`config.mk`:
```
export PLATFORM = sky130hd
export DESIGN_NAME = multi_level_long_press_detector
export DESIGN_NICKNAME = d
export VERILOG_FILES = /design/src/rtl/mlpd_pkg.sv /design/src/rtl/mlpd_cfg.sv /design/src/rtl/mlpd_core.sv /design/src/rtl/mlpd_obuf.sv /design/src/rtl/multi_level_long_press_detector.sv
export SDC_FILE = /design/constraint.sdc
export NUM_CORES = 1
export LEC_CHECK = 0
export ABC_CLOCK_PERIOD_IN_PS = 7700
export BUFFER_PORTS_ARGS = -buffer_cell sky130_fd_sc_hd__buf_2
export CAP_MARGIN = 5
export CORE_MARGIN = 1
export CORE_UTILIZATION = 57
export DETAILED_ROUTE_END_ITERATION = 12
export PLACE_DENSITY = 0.78
export SLEW_MARGIN = 20
export SYNTH_ARGS = -nofsm -noshare
export SYNTH_HDL_FRONTEND = slang
export SYNTH_HIERARCHICAL = 1
export SYNTH_SLANG_ARGS = --single-unit
```
`constraint.sdc`:
```
create_clock -name clk -period 7.7 [get_ports clk]
set_clock_uncertainty 0.1 [all_clocks]
set_input_delay 1.155 -clock clk [delete_from_list [all_inputs] [get_ports clk]]
set_output_delay 1.155 -clock clk [all_outputs]
set_load 0.1 [all_outputs]
```
`src/rtl/mlpd_pkg.sv`:
```
// ----------------------------------------------------------------------------
// mlpd_pkg
// Shared types and constants for the multi-level long-press detector.
// ----------------------------------------------------------------------------
`default_nettype none

package mlpd_pkg;

  // field widths fixed by the interface
  localparam int DUR_W      = 20;
  localparam int LVL_W      = 3;
  localparam int NUM_THRESH = 5;
  localparam int CFG_IDX_W  = 3;

  localparam logic [DUR_W-1:0] DUR_MAX = {DUR_W{1'b1}};

  // defaults for the top-level parameters
  localparam int DEFAULT_MAX_LEVELS = 5;
  localparam int DEFAULT_TIME_WIDTH = 20;

  // register indexes
  localparam logic [CFG_IDX_W-1:0] REG_PRESS_POLARITY = 3'd0;
  localparam logic [CFG_IDX_W-1:0] REG_LEVEL_COUNT    = 3'd1;
  localparam logic [CFG_IDX_W-1:0] REG_THRESHOLD_1    = 3'd2;
  localparam logic [CFG_IDX_W-1:0] REG_THRESHOLD_2    = 3'd3;
  localparam logic [CFG_IDX_W-1:0] REG_THRESHOLD_3    = 3'd4;
  localparam logic [CFG_IDX_W-1:0] REG_THRESHOLD_4    = 3'd5;
  localparam logic [CFG_IDX_W-1:0] REG_THRESHOLD_5    = 3'd6;
  localparam logic [CFG_IDX_W-1:0] REG_REPEAT_PERIOD  = 3'd7;

  // register reset values
  localparam logic             RST_PRESS_POLARITY = 1'b0;
  localparam logic [LVL_W-1:0] RST_LEVEL_COUNT    = 3'd5;
  localparam logic [DUR_W-1:0] RST_THRESHOLD_1    = 20'd1000;
  localparam logic [DUR_W-1:0] RST_THRESHOLD_2    = 20'd2000;
  localparam logic [DUR_W-1:0] RST_THRESHOLD_3    = 20'd3000;
  localparam logic [DUR_W-1:0] RST_THRESHOLD_4    = 20'd4000;
  localparam logic [DUR_W-1:0] RST_THRESHOLD_5    = 20'd5000;
  localparam logic [DUR_W-1:0] RST_REPEAT_PERIOD  = 20'd5000;

  // configuration seen by the datapath
  typedef struct packed {
    logic                             press_polarity;
    logic [LVL_W-1:0]                 level_count;
    logic [NUM_THRESH-1:0][DUR_W-1:0] threshold;
    logic [DUR_W-1:0]                 repeat_period;
  } cfg_t;

  // one result item
  typedef struct packed {
    logic             released;
    logic [DUR_W-1:0] press_duration;
    logic [LVL_W-1:0] press_level;
    logic             max_reached;
    logic             level_notify;
    logic             beep;
  } res_t;

endpackage

`default_nettype wire

```
`src/rtl/mlpd_cfg.sv`:
```
// ----------------------------------------------------------------------------
// mlpd_cfg
// Configuration register file, written through a plain write port.
// ----------------------------------------------------------------------------
`default_nettype none

module mlpd_cfg
  import mlpd_pkg::*;
(
  input  wire logic                 clk,
  input  wire logic                 rst_n,
  input  wire logic                 wr_en,
  input  wire logic [CFG_IDX_W-1:0] wr_index,
  input  wire logic [DUR_W-1:0]     wr_data,
  output cfg_t                      cfg
);

  cfg_t cfg_r;

  // register writes, one index per transfer
  always_ff @(posedge clk) begin
    if (!rst_n) begin
      cfg_r.press_polarity <= RST_PRESS_POLARITY;
      cfg_r.level_count    <= RST_LEVEL_COUNT;
      cfg_r.threshold[0]   <= RST_THRESHOLD_1;
      cfg_r.threshold[1]   <= RST_THRESHOLD_2;
      cfg_r.threshold[2]   <= RST_THRESHOLD_3;
      cfg_r.threshold[3]   <= RST_THRESHOLD_4;
      cfg_r.threshold[4]   <= RST_THRESHOLD_5;
      cfg_r.repeat_period  <= RST_REPEAT_PERIOD;
    end else if (wr_en) begin
      unique case (wr_index)
        REG_PRESS_POLARITY: cfg_r.press_polarity <= wr_data[0];
        REG_LEVEL_COUNT:    cfg_r.level_count    <= wr_data[LVL_W-1:0];
        REG_THRESHOLD_1:    cfg_r.threshold[0]   <= wr_data;
        REG_THRESHOLD_2:    cfg_r.threshold[1]   <= wr_data;
        REG_THRESHOLD_3:    cfg_r.threshold[2]   <= wr_data;
        REG_THRESHOLD_4:    cfg_r.threshold[3]   <= wr_data;
        REG_THRESHOLD_5:    cfg_r.threshold[4]   <= wr_data;
        REG_REPEAT_PERIOD:  cfg_r.repeat_period  <= wr_data;
        default:            cfg_r <= cfg_r;
      endcase
    end
  end

  assign cfg = cfg_r;

endmodule

`default_nettype wire

```
`src/rtl/mlpd_core.sv`:
```
// ----------------------------------------------------------------------------
// mlpd_core
// Press tracking state and the per-tick level, notify and beep logic.
// ----------------------------------------------------------------------------
`default_nettype none

module mlpd_core
  import mlpd_pkg::*;
#(
  parameter int MAX_LEVELS = DEFAULT_MAX_LEVELS,
  parameter int TIME_WIDTH = DEFAULT_TIME_WIDTH
)
(
  input  wire logic clk,
  input  wire logic rst_n,
  input  wire logic tick_en,
  input  wire logic pin_level,
  input  wire cfg_t cfg,
  output res_t      res
);

  localparam int LVL_LIM = (MAX_LEVELS < NUM_THRESH) ? MAX_LEVELS : NUM_THRESH;
  localparam int CMP_W   = (TIME_WIDTH > DUR_W) ? TIME_WIDTH : DUR_W;

  logic                  is_pressed_r,  is_pressed_nxt;
  logic                  timing_r,      timing_nxt;
  logic [TIME_WIDTH-1:0] held_r,        held_nxt;
  logic [LVL_W-1:0]      level_r,       level_nxt;
  logic                  max_flag_r,    max_flag_nxt;
  logic [LVL_W-1:0]      notified_r,    notified_nxt;
  logic [DUR_W-1:0]      beep_timer_r,  beep_timer_nxt;
  logic                  beep_start_r,  beep_start_nxt;

  logic             now;
  logic [LVL_W-1:0] n_used;

  // number of levels in use
  assign now    = (pin_level == cfg.press_polarity);
  assign n_used = (cfg.level_count > LVL_W'(LVL_LIM)) ? LVL_W'(LVL_LIM) : cfg.level_count;

  // next state and result for one tick
  always_comb begin
    logic             do_eval;
    logic [CMP_W-1:0] held_ext;
    logic [LVL_W-1:0] lvl;

    is_pressed_nxt = now;
    timing_nxt     = timing_r;
    held_nxt       = held_r;
    level_nxt      = level_r;
    max_flag_nxt   = max_flag_r;
    notified_nxt   = notified_r;
    beep_timer_nxt = beep_timer_r;
    beep_start_nxt = beep_start_r;
    res            = '0;
    do_eval        = 1'b0;

    // press, release or hold
    if (now && !is_pressed_r) begin
      timing_nxt     = 1'b1;
      held_nxt       = '0;
      level_nxt      = '0;
      max_flag_nxt   = 1'b0;
      notified_nxt   = '0;
      beep_timer_nxt = '0;
      beep_start_nxt = 1'b0;
      do_eval        = 1'b1;
    end else if (!now && is_pressed_r) begin
      if (timing_r) begin
        held_ext           = CMP_W'(held_r);
        res.released       = 1'b1;
        res.press_duration = (held_ext > CMP_W'(DUR_MAX)) ? DUR_MAX : held_ext[DUR_W-1:0];
        timing_nxt         = 1'b0;
      end
    end else if (now && timing_r) begin
      if (held_r != {TIME_WIDTH{1'b1}}) begin
        held_nxt = held_r + TIME_WIDTH'(1);
      end
      do_eval = 1'b1;
    end

    // level from the highest passed threshold, never falling
    held_ext = CMP_W'(held_nxt);
    lvl      = '0;
    for (int i = 1; i <= LVL_LIM; i++) begin
      if ((LVL_W'(i) <= n_used) && (held_ext >= CMP_W'(cfg.threshold[i-1]))) begin
        lvl = LVL_W'(i);
      end
    end
    if (do_eval) begin
      if (lvl > level_nxt) begin
        level_nxt = lvl;
      end
      if (level_nxt == n_used) begin
        max_flag_nxt = 1'b1;
      end
    end

    // notify and beep while held
    if (now) begin
      if (level_nxt != '0) begin
        if (level_nxt != notified_nxt) begin
          res.level_notify = 1'b1;
          notified_nxt     = level_nxt;
        end
        if (max_flag_nxt) begin
          if (!beep_start_nxt) begin
            res.beep       = 1'b1;
            beep_start_nxt = 1'b1;
            beep_timer_nxt = '0;
          end else begin
            if (beep_timer_nxt != DUR_MAX) begin
              beep_timer_nxt = beep_timer_nxt + DUR_W'(1);
            end
            if (beep_timer_nxt >= cfg.repeat_period) begin
              res.beep       = 1'b1;
              beep_timer_nxt = '0;
            end
          end
        end
      end
    end else begin
      notified_nxt   = '0;
      beep_timer_nxt = '0;
      beep_start_nxt = 1'b0;
    end

    res.press_level = level_nxt;
    res.max_reached = max_flag_nxt;
  end

  // state registers advance on each input transfer
  always_ff @(posedge clk) begin
    if (!rst_n) begin
      is_pressed_r <= 1'b0;
      timing_r     <= 1'b0;
      held_r       <= '0;
      level_r      <= '0;
      max_flag_r   <= 1'b0;
      notified_r   <= '0;
      beep_timer_r <= '0;
      beep_start_r <= 1'b0;
    end else if (tick_en) begin
      is_pressed_r <= is_pressed_nxt;
      timing_r     <= timing_nxt;
      held_r       <= held_nxt;
      level_r      <= level_nxt;
      max_flag_r   <= max_flag_nxt;
      notified_r   <= notified_nxt;
      beep_timer_r <= beep_timer_nxt;
      beep_start_r <= beep_start_nxt;
    end
  end

endmodule

`default_nettype wire

```
`src/rtl/mlpd_obuf.sv`:
```
// ----------------------------------------------------------------------------
// mlpd_obuf
// Two-entry result buffer: output register plus skid register.
// ----------------------------------------------------------------------------
`default_nettype none

module mlpd_obuf
  import mlpd_pkg::*;
(
  input  wire logic clk,
  input  wire logic rst_n,
  input  wire logic in_valid,
  output logic      in_ready,
  input  wire res_t in_res,
  output logic      out_valid,
  input  wire logic out_ready,
  output res_t      out_res
);

  res_t main_r, main_nxt;
  res_t skid_r, skid_nxt;
  logic main_v_r, main_v_nxt;
  logic skid_v_r, skid_v_nxt;
  logic push, pop;

  assign in_ready = !skid_v_r;
  assign push     = in_valid && in_ready;
  assign pop      = main_v_r && out_ready;

  // buffer fill and drain
  always_comb begin
    main_nxt   = main_r;
    skid_nxt   = skid_r;
    main_v_nxt = main_v_r;
    skid_v_nxt = skid_v_r;
    if (pop) begin
      if (skid_v_r) begin
        main_nxt   = skid_r;
        skid_v_nxt = 1'b0;
      end else if (push) begin
        main_nxt = in_res;
      end else begin
        main_v_nxt = 1'b0;
      end
    end else if (push) begin
      if (main_v_r) begin
        skid_nxt   = in_res;
        skid_v_nxt = 1'b1;
      end else begin
        main_nxt   = in_res;
        main_v_nxt = 1'b1;
      end
    end
  end

  // payload registers
  always_ff @(posedge clk) begin
    main_r <= main_nxt;
    skid_r <= skid_nxt;
  end

  // occupancy flags
  always_ff @(posedge clk) begin
    if (!rst_n) begin
      main_v_r <= 1'b0;
      skid_v_r <= 1'b0;
    end else begin
      main_v_r <= main_v_nxt;
      skid_v_r <= skid_v_nxt;
    end
  end

  assign out_valid = main_v_r;
  assign out_res   = main_r;

endmodule

`default_nettype wire

```
`src/rtl/multi_level_long_press_detector.sv`:
```
// ----------------------------------------------------------------------------
// multi_level_long_press_detector
// Button long-press detector with up to five hold levels, notify and beep.
// ----------------------------------------------------------------------------
// Each input transfer is one millisecond tick carrying the sampled button pin,
// and each tick yields exactly one result transfer. The block takes one tick
// per clock cycle while input ready is high: the press state updates on every
// input transfer, and the result lands in a two-entry output buffer (output
// register plus skid register), so a tick is accepted even while an earlier
// result is still waiting; input ready drops only when both entries are full.
// Results are registered in the buffer. Configuration must be written through
// the cfg_ port while no tick is in flight; the block does not enforce this.
`default_nettype none

module multi_level_long_press_detector
  import mlpd_pkg::*;
#(
  parameter int MAX_LEVELS = DEFAULT_MAX_LEVELS,
  parameter int TIME_WIDTH = DEFAULT_TIME_WIDTH
)
(
  input  wire logic                 clk,
  input  wire logic                 rst_n,
  // configuration
  input  wire logic                 cfg_wr_en,
  input  wire logic [CFG_IDX_W-1:0] cfg_index,
  input  wire logic [DUR_W-1:0]     cfg_wr_data,
  // tick input
  input  wire logic                 in_valid,
  output logic                      in_ready,
  input  wire logic                 in_pin_level,
  // results
  output logic                      out_valid,
  input  wire logic                 out_ready,
  output logic                      out_released,
  output logic [DUR_W-1:0]          out_press_duration,
  output logic [LVL_W-1:0]          out_press_level,
  output logic                      out_max_reached,
  output logic                      out_level_notify,
  output logic                      out_beep
);

  localparam int LVL_LIM = (MAX_LEVELS < NUM_THRESH) ? MAX_LEVELS : NUM_THRESH;

  cfg_t cfg;
  res_t core_res;
  res_t buf_res;
  logic in_xfer;

  assign in_xfer = in_valid && in_ready;

  // configuration registers
  mlpd_cfg u_cfg (
    .clk      (clk),
    .rst_n    (rst_n),
    .wr_en    (cfg_wr_en),
    .wr_index (cfg_index),
    .wr_data  (cfg_wr_data),
    .cfg      (cfg)
  );

  // press tracking
  mlpd_core #(
    .MAX_LEVELS (MAX_LEVELS),
    .TIME_WIDTH (TIME_WIDTH)
  ) u_core (
    .clk       (clk),
    .rst_n     (rst_n),
    .tick_en   (in_xfer),
    .pin_level (in_pin_level),
    .cfg       (cfg),
    .res       (core_res)
  );

  // result buffer
  mlpd_obuf u_obuf (
    .clk       (clk),
    .rst_n     (rst_n),
    .in_valid  (in_valid),
    .in_ready  (in_ready),
    .in_res    (core_res),
    .out_valid (out_valid),
    .out_ready (out_ready),
    .out_res   (buf_res)
  );

  assign out_released       = buf_res.released;
  assign out_press_duration = buf_res.press_duration;
  assign out_press_level    = buf_res.press_level;
  assign out_max_reached    = buf_res.max_reached;
  assign out_level_notify   = buf_res.level_notify;
  assign out_beep           = buf_res.beep;

  // a beep only happens at a nonzero top level
  a_beep_needs_max : assert property (@(posedge clk) disable iff (!rst_n)
    out_valid && out_beep |-> out_max_reached && (out_press_level != '0))
    else $error("beep without top level reached");

  // a release tick never notifies or beeps
  a_release_quiet : assert property (@(posedge clk) disable iff (!rst_n)
    out_valid && out_released |-> !out_level_notify && !out_beep)
    else $error("notify or beep on release tick");

  // level stays within the levels that exist
  a_level_range : assert property (@(posedge clk) disable iff (!rst_n)
    out_valid |-> (out_press_level <= LVL_W'(LVL_LIM)))
    else $error("press level out of range");

  // input stalls only when a result is waiting
  a_stall_has_result : assert property (@(posedge clk) disable iff (!rst_n)
    !in_ready |-> out_valid)
    else $error("input stalled with empty output");

endmodule

`default_nettype wire
```
==> summary.txt, run 1 <==
Cell variety after synth -> 93
Final min period -> 7.25 ns
Fin Setup TNS -> 0 ns
PostCTS Resize Cnt -> 0
Final Setup Violations -> 0
Largest net degree at the start of global routing -> 84
TritonRoute pass-1 iters -> 5
Req. time, crit path -> 8.06 ns
GRT overflow -> 0
Number of global-route vias before repair -> 10100
Top cells by area, synth -> dfxtp_1 (26%), edfxtp_1 (12%), ha_1 (12%)
Core area -> 0.0235 sq mm
Num rows -> 56
Status -> completed
Crit. End Element -> flip-flop
Synthesis-to-layout area growth -> 11.1%
Pleak -> 6.96 nW
Crit path kind -> in -> reg
Vias -> 10500
Initial Util -> 58.0%
Most common cell on crit path -> buf_4
Synthesized area -> 0.0136 sq mm
Unrepaired setup endpoints after global routing -> false
WHS Endpoint -> u_cfg/cfg[59]
Later-pin clock latency in the skew report -> 0.52 ns
Slew HR -> 33.6%
H-tree levels -> 1
Worst R2R Setup Slack -> 0.65 ns
Post-route ant nets -> 0
Layout Nets -> 1689
Hold Crit Start -> u_cfg/cfg[59]
Reg2reg end -> u_core/beep_timer_r[18]
Drt wl/cell -> 17.1 um
Hold Path Class -> reg -> reg
Sequential-to-total area share from yosys stat -> 37.8%
Routability cong. -> 0.937
Crit Path Max Fanout -> 15
Finished Cell Area -> 0.0151 sq mm
Post-synth top area share -> 25.9%
Max rail drop VDD -> 0.169 mV
Crit path launch type -> primary input
Setup Fix Bufs, Post-CTS -> 0
Die area -> 0.0245 sq mm
Asr flop ratio synth -> 0%
Number of synthesized flops with an enable pin -> 54
Power, Total -> 2.73 mW
Final Cycle Share -> 94.2%
Hold Vio Cnt, Final -> 0
N_diodes -> 0
Power per cell area -> 180 mW/mm^2
Initial antenna violation count -> 0
TritonCTS clock tree -> done
Top-count cell post-synth -> nand2_1
Crit path DAT -> 7.61 ns
Input/output buffers -> 57
Worst-case reg-to-reg path depth -> 34
Cts hold-fix bufs -> 0
Post-synth top cells -> nand2_1 (178), dfxtp_1 (176), mux2i_1 (140)
Leading area contributor after synthesis -> dfxtp_1
Hold Path Cell Cnt -> 2
Final core occ -> 64.5%
Max Transition Viols Final -> 0
Number of top-level pins -> 58
Detailed-route DRC error count -> 0
Clock buffer count from CTS -> 25
Worst-Margin Slew -> 0.996 ns
Ys Warns -> 6
Die X -> 157 um
CTS Sinks -> 230
Max frequency -> 0.138 GHz
Max cap viols -> 0
Max Root-Sink Buffers -> 3
Cell count after synthesis -> 1464
Vias/cell -> 5.61
CTS clk-pin slew, worst paths -> 0.06 ns
Critical path's slowest cell -> or2_2
Final wirelength -> 32000 um
Crit Reg-Reg Startpoint -> u_core/held_r[0]
Die Height -> 157 um
DR iter-0 viols -> 717
CTS root buf -> clkbuf_16
HPWL after DPL -> 23700 um
Seq cells post-synth -> 230
First-pass GRT wire length -> 51500 um
Avg Synthesized Cell Area -> 9.30 sq um
Dpl cell area -> 0.0143 sq mm
Gr usage total -> 26.7%
Post-synth net total -> 1620
Predominant post-synthesis flop cell -> dfxtp_1
Share of layout cells above drive strength 1 -> 13.5%
Critical Path Max Stage Delay -> 0.32 ns
==> where the power goes <==
part | internal (mW) | switching [mW]
Clock | 0.696 | 0.477
Combinational | 0.0709 | 0.205
Sequential | 1.27 | 0.0139
Total | 2.03 | 0.697
==> routing by layer <==
metal | global-route usage, % | share of wire, % | vias up
met5 | 0 | 0 | -
li1 | - | - | 5203
met4 | 9.06 | 3.4 | 0
met3 | 2.82 | 4.2 | 55
met1 | 35.3 | 46 | 4960
met2 | 45.3 | 46 | 271
==> cell families (layout without fill, tap and decap cells) <==
group                      after synthesis  count (layout)  synth area share (%)
muxes                                  169             169                  13.2
AOI/OAI and AO/OA                      205             205                  10.2
buffers and inverters                  201             287                  6.74
adders and majority gates              127             127                  11.7
and+or+nand+nor                        501             501                  18.4
xor gates and xnor gates                31              31                  1.99
DFF                                    230             230                  37.8
==> per-stage QoR <==
step,std cells,worst slack (ns),hold WS [ns]
finish,1869,0.446,0.356
global placement,1825,-0.156,0.342
CTS,1869,0.242,0.357
global route,1869,0.00949,0.367
detailed placement,1825,-0.295,0.349
floorplan,1464,0.361,0.335
==> registers in the layout, indices dropped and copies added, names as in the netlist <==
name	flops
u_obuf/out_res	27
u_cfg/cfg	124
u_core/timing_r	1
u_obuf/skid_r	27
u_core/max_flag_r	1
u_core/beep_start_r	1
u_core/level_r	3
u_core/notified_r	3
u_core/beep_timer_r	20
u_core/held_r	20
u_obuf/skid_v_r	1
u_core/is_pressed_r	1
u_obuf/out_valid	1
==> worst max-delay path by stage <==
stage	to	cells after the start	start
floorplan	u_obuf/out_res[0]	29	in_pin_level
global placement	u_core/beep_timer_r[18]	30	in_pin_level
detailed placement	u_core/beep_timer_r[18]	30	in_pin_level
CTS	u_core/beep_timer_r[18]	30	in_pin_level
global route	u_obuf/out_res[1]	35	in_pin_level
finish	u_core/beep_timer_r[18]	33	in_pin_level
==> cells in the final DEF (no fill, tap or decap), types with 25 or more instances in the layout <==
cell	instances
nand3_1	26
a21oi_1	74
mux2i_1	140
clkbuf_16	25
edfxtp_1	54
buf_4	52
o21ai_0	34
buf_2	56
dfxtp_1	176
ha_1	126
nor2_1	99
nor2b_1	65
inv_1	132
nand2_1	178
==> layout make-up <==
| type | instances | area (sq um) |
|---|---|---|
| inverters | 134 | 503 |
| fillers | 1918 | 8340 |
| repair buffers | 109 | 691 |
| clock buffers | 35 | 693 |
| multi-input cells | 1033 | 7590 |
| clock inverters | 9 | 110 |
| well taps | 319 | 399 |
| flip-flops and latches | 230 | 5140 |
==> critical path: cells and delay by family <==
family	cells	cell delay [ns]
and+or+nand+nor	11	2.00
buffers and inverters	7	1.29
xor gates and xnor gates	2	0.33
adders and majority gates	3	0.77
AOI/OAI and AO/OA	10	2.04
Note: power is estimated with default switching activity, not from simulation.
==> inputs of run 2 (changes only) <==
--- a/config.mk
+++ b/config.mk
@@ -8,6 +8,7 @@
 export ABC_CLOCK_PERIOD_IN_PS = 7700
 export BUFFER_PORTS_ARGS = -buffer_cell sky130_fd_sc_hd__buf_2
 export CAP_MARGIN = 5
+export CORE_ASPECT_RATIO = 0.5
 export CORE_MARGIN = 1
 export CORE_UTILIZATION = 57
 export DETAILED_ROUTE_END_ITERATION = 12
==> summary.txt, run 2 (same netlist as run 1, synthesis figures left out) <==
Die area -> 0.0246 sq mm (was 0.0245 sq mm)
Unrepaired setup endpoints after global routing -> false (unchanged)
Hold Crit Start -> u_cfg/cfg[52] (was u_cfg/cfg[59])
Max cap viols -> 0 (unchanged)
Critical Path Max Stage Delay -> 0.35 ns (was 0.32 ns)
Core area -> 0.0231 sq mm (was 0.0235 sq mm)
Drt wl/cell -> 18.3 um (was 17.1 um)
Most common cell after layout, fill and taps aside -> nand2_1 (unchanged)
Worst-Margin Slew -> 0.938 ns (was 0.996 ns)
Area of the multi-input gates -> 0.00758 sq mm (was 0.00759 sq mm)
Failing checks -> design-rule violations
Crit Reg-Reg Startpoint -> u_core/held_r[0] (unchanged)
H-tree levels -> 1 (unchanged)
Later-pin clock latency in the skew report -> 0.53 ns (was 0.52 ns)
# fillers -> 1908 (was 1918)
Most common cell on crit path -> buf_4 (unchanged)
Num rows -> 39 (was 56)
Max rail drop VDD -> 0.114 mV (was 0.169 mV)
Critical path's slowest cell -> nor4b_2 (was or2_2)
CTS clk-pin slew, worst paths -> 0.06 ns (about the same)
Power per cell area -> 169 mW/mm^2 (was 180 mW/mm^2)
Clock buffer count from CTS -> 21 (was 25)
First-pass GRT wire length -> 54900 um (was 51500 um)
Hold Vio Cnt, Final -> 0 (unchanged)
HPWL after DPL -> 25600 um (was 23700 um)
P_sw -> 0.692 mW (was 0.697 mW)
Synthesis-to-layout area growth -> 11.4% (was 11.1%)
Input/output buffers -> 57 (unchanged)
Die X -> 221 um (was 157 um)
Initial antenna violation count -> 0 (unchanged)
Crit path launch type -> primary input (unchanged)
CTS root buf -> clkbuf_16 (unchanged)
Final Setup Violations -> 0 (unchanged)
Hold Path Cell Cnt -> 2 (unchanged)
Slew HR -> 37.1% (was 33.6%)
Pint -> 1.87 mW (was 2.03 mW)
Clock share of power -> 38.9% (was 43.0%)
Max Root-Sink Buffers -> 3 (unchanged)
Crit Path Max Fanout -> 12 (was 15)
TritonRoute pass-1 iters -> 10 (was 5)
Non-filler instance count after layout -> 1880 (was 1869)
Final min period -> 7.27 ns (was 7.25 ns)
N_diodes -> 0 (unchanged)
Crit path DAT -> 7.64 ns (was 7.61 ns)
Layout Nets -> 1715 (was 1689)
Number of global-route vias before repair -> 10400 (was 10100)
Post-route ant nets -> 0 (unchanged)
Flop pwr share -> 50.0% (was 46.9%)
Die Height -> 111 um (was 157 um)
Share of layout cells above drive strength 1 -> 14.9% (was 13.5%)
Hold Path Class -> reg -> reg (unchanged)
DR iter-0 viols -> 943 (was 717)
Final core occ -> 65.6% (was 64.5%)
Crit path kind -> in -> reg (unchanged)
Commonest cells after routing, fill and taps aside -> nand2_1 (178), dfxtp_1 (176), mux2i_1 (140), inv_1 (132), ha_1 (126) (unchanged)
Crit path from -> in_pin_level (unchanged)
Detailed-route DRC error count -> 4 (was 0)
Gr usage total -> 28.4% (was 26.7%)
Max frequency -> 0.138 GHz (about the same)
TritonCTS clock tree -> done (unchanged)
Worst-case reg-to-reg path depth -> 37 (was 34)
Largest net degree at the start of global routing -> 91 (was 84)
Largest register FFs -> 124 (unchanged)
Max Transition Viols Final -> 0 (unchanged)
Number of top-level pins -> 58 (unchanged)
Routability cong. -> 0.931 (was 0.937)
CTS Sinks -> 230 (unchanged)
Comb power frac -> 11.1% (was 10.1%)
Final Cycle Share -> 94.4% (was 94.2%)
Cells after DPL -> 1842 (was 1825)
Vias -> 10800 (was 10500)
Status -> finished with violations (was completed)
Initial Util -> 58.9% (was 58.0%)
GRT overflow -> 0 (unchanged)
Final wirelength -> 34400 um (was 32000 um)
Sequential cell area -> 0.00514 sq mm (unchanged)
Sw frac -> 27.0% (was 25.5%)
Pleak -> 7.04 nW (was 6.96 nW)
Req. time, crit path -> 8.07 ns (was 8.06 ns)
Crit. End Element -> flip-flop (unchanged)
Vias/cell -> 5.76 (was 5.61)
run 2: timing repair:
| action | 4_1_cts | 5_1_grt |
|---|---|---|
| resized for setup | 0 | 6 |
| setup buffers | 0 | 1 |
| endpoints found under the setup margin | 0 | 20 |
| hold buffers | 0 | 0 |
run 2: worst max-delay path, delay by kind of cell:
kind | cells | cell delay, ns
XOR/XNOR | 3 | 0.44
AO/OA/AOI/OAI | 11 | 2.17
buffers and inverters | 9 | 1.33
adder cells (fa/ha/maj) | 3 | 0.69
AND/OR/NAND/NOR | 10 | 1.81
run 2: final timing paths:
path                                          endpoint  slack [ns]
worst min-delay path                     u_cfg/cfg[52]        0.36
worst min register to register           u_cfg/cfg[52]        0.36
worst max-delay path            u_core/beep_timer_r[7]        0.43
worst max register to register  u_core/beep_timer_r[7]        0.51
run 2: final cells by class:
| cell class | count | area share [%] |
|---|---|---|
| clock buffer | 26 | 3.79 |
| clock inverter | 11 | 0.396 |
| inverter | 134 | 3.32 |
| multi-input combinational | 1033 | 50.0 |
| sequential | 230 | 33.9 |
| tap | 307 | 2.53 |
| timing repair buffer | 139 | 6.04 |
run 2: metal layers:
metal  global-route usage (%)  vias up  wire [um]
li1                         -     5259          -
met1                     42.4     5188      16700
met2                     42.6      325      14600
met3                     4.77       49       2470
met4                     5.98        0        552
met5                        0        -          0
run 2: through the flow:
stage / setup TNS (ns) / cell area (sq um) / hold WS [ns] / worst slack [ns] / power, mW
floorplan: 0 / 13600 / 0.335 / 0.361 / 1.52
global placement: -3.93 / 14500 / 0.343 / -0.274 / 1.58
detailed placement: -6.89 / 14500 / 0.349 / -0.458 / 1.59
CTS: 0 / 15100 / 0.359 / 0.0794 / 2.58
global route: 0 / 15200 / 0.379 / 0.000992 / 2.66
finish: 0 / 15200 / 0.359 / 0.429 / 2.56
run 2: power groups by stage:
stage	Combinational (mW)	Clock (mW)	Sequential (mW)
5_1_grt	0.304	1.07	1.28
3_5_place_dp	0.281	0	1.31
4_1_cts	0.282	1.01	1.28
3_3_place_gp	0.275	0	1.31
6_report	0.285	0.998	1.28
2_1_floorplan	0.134	0	1.39
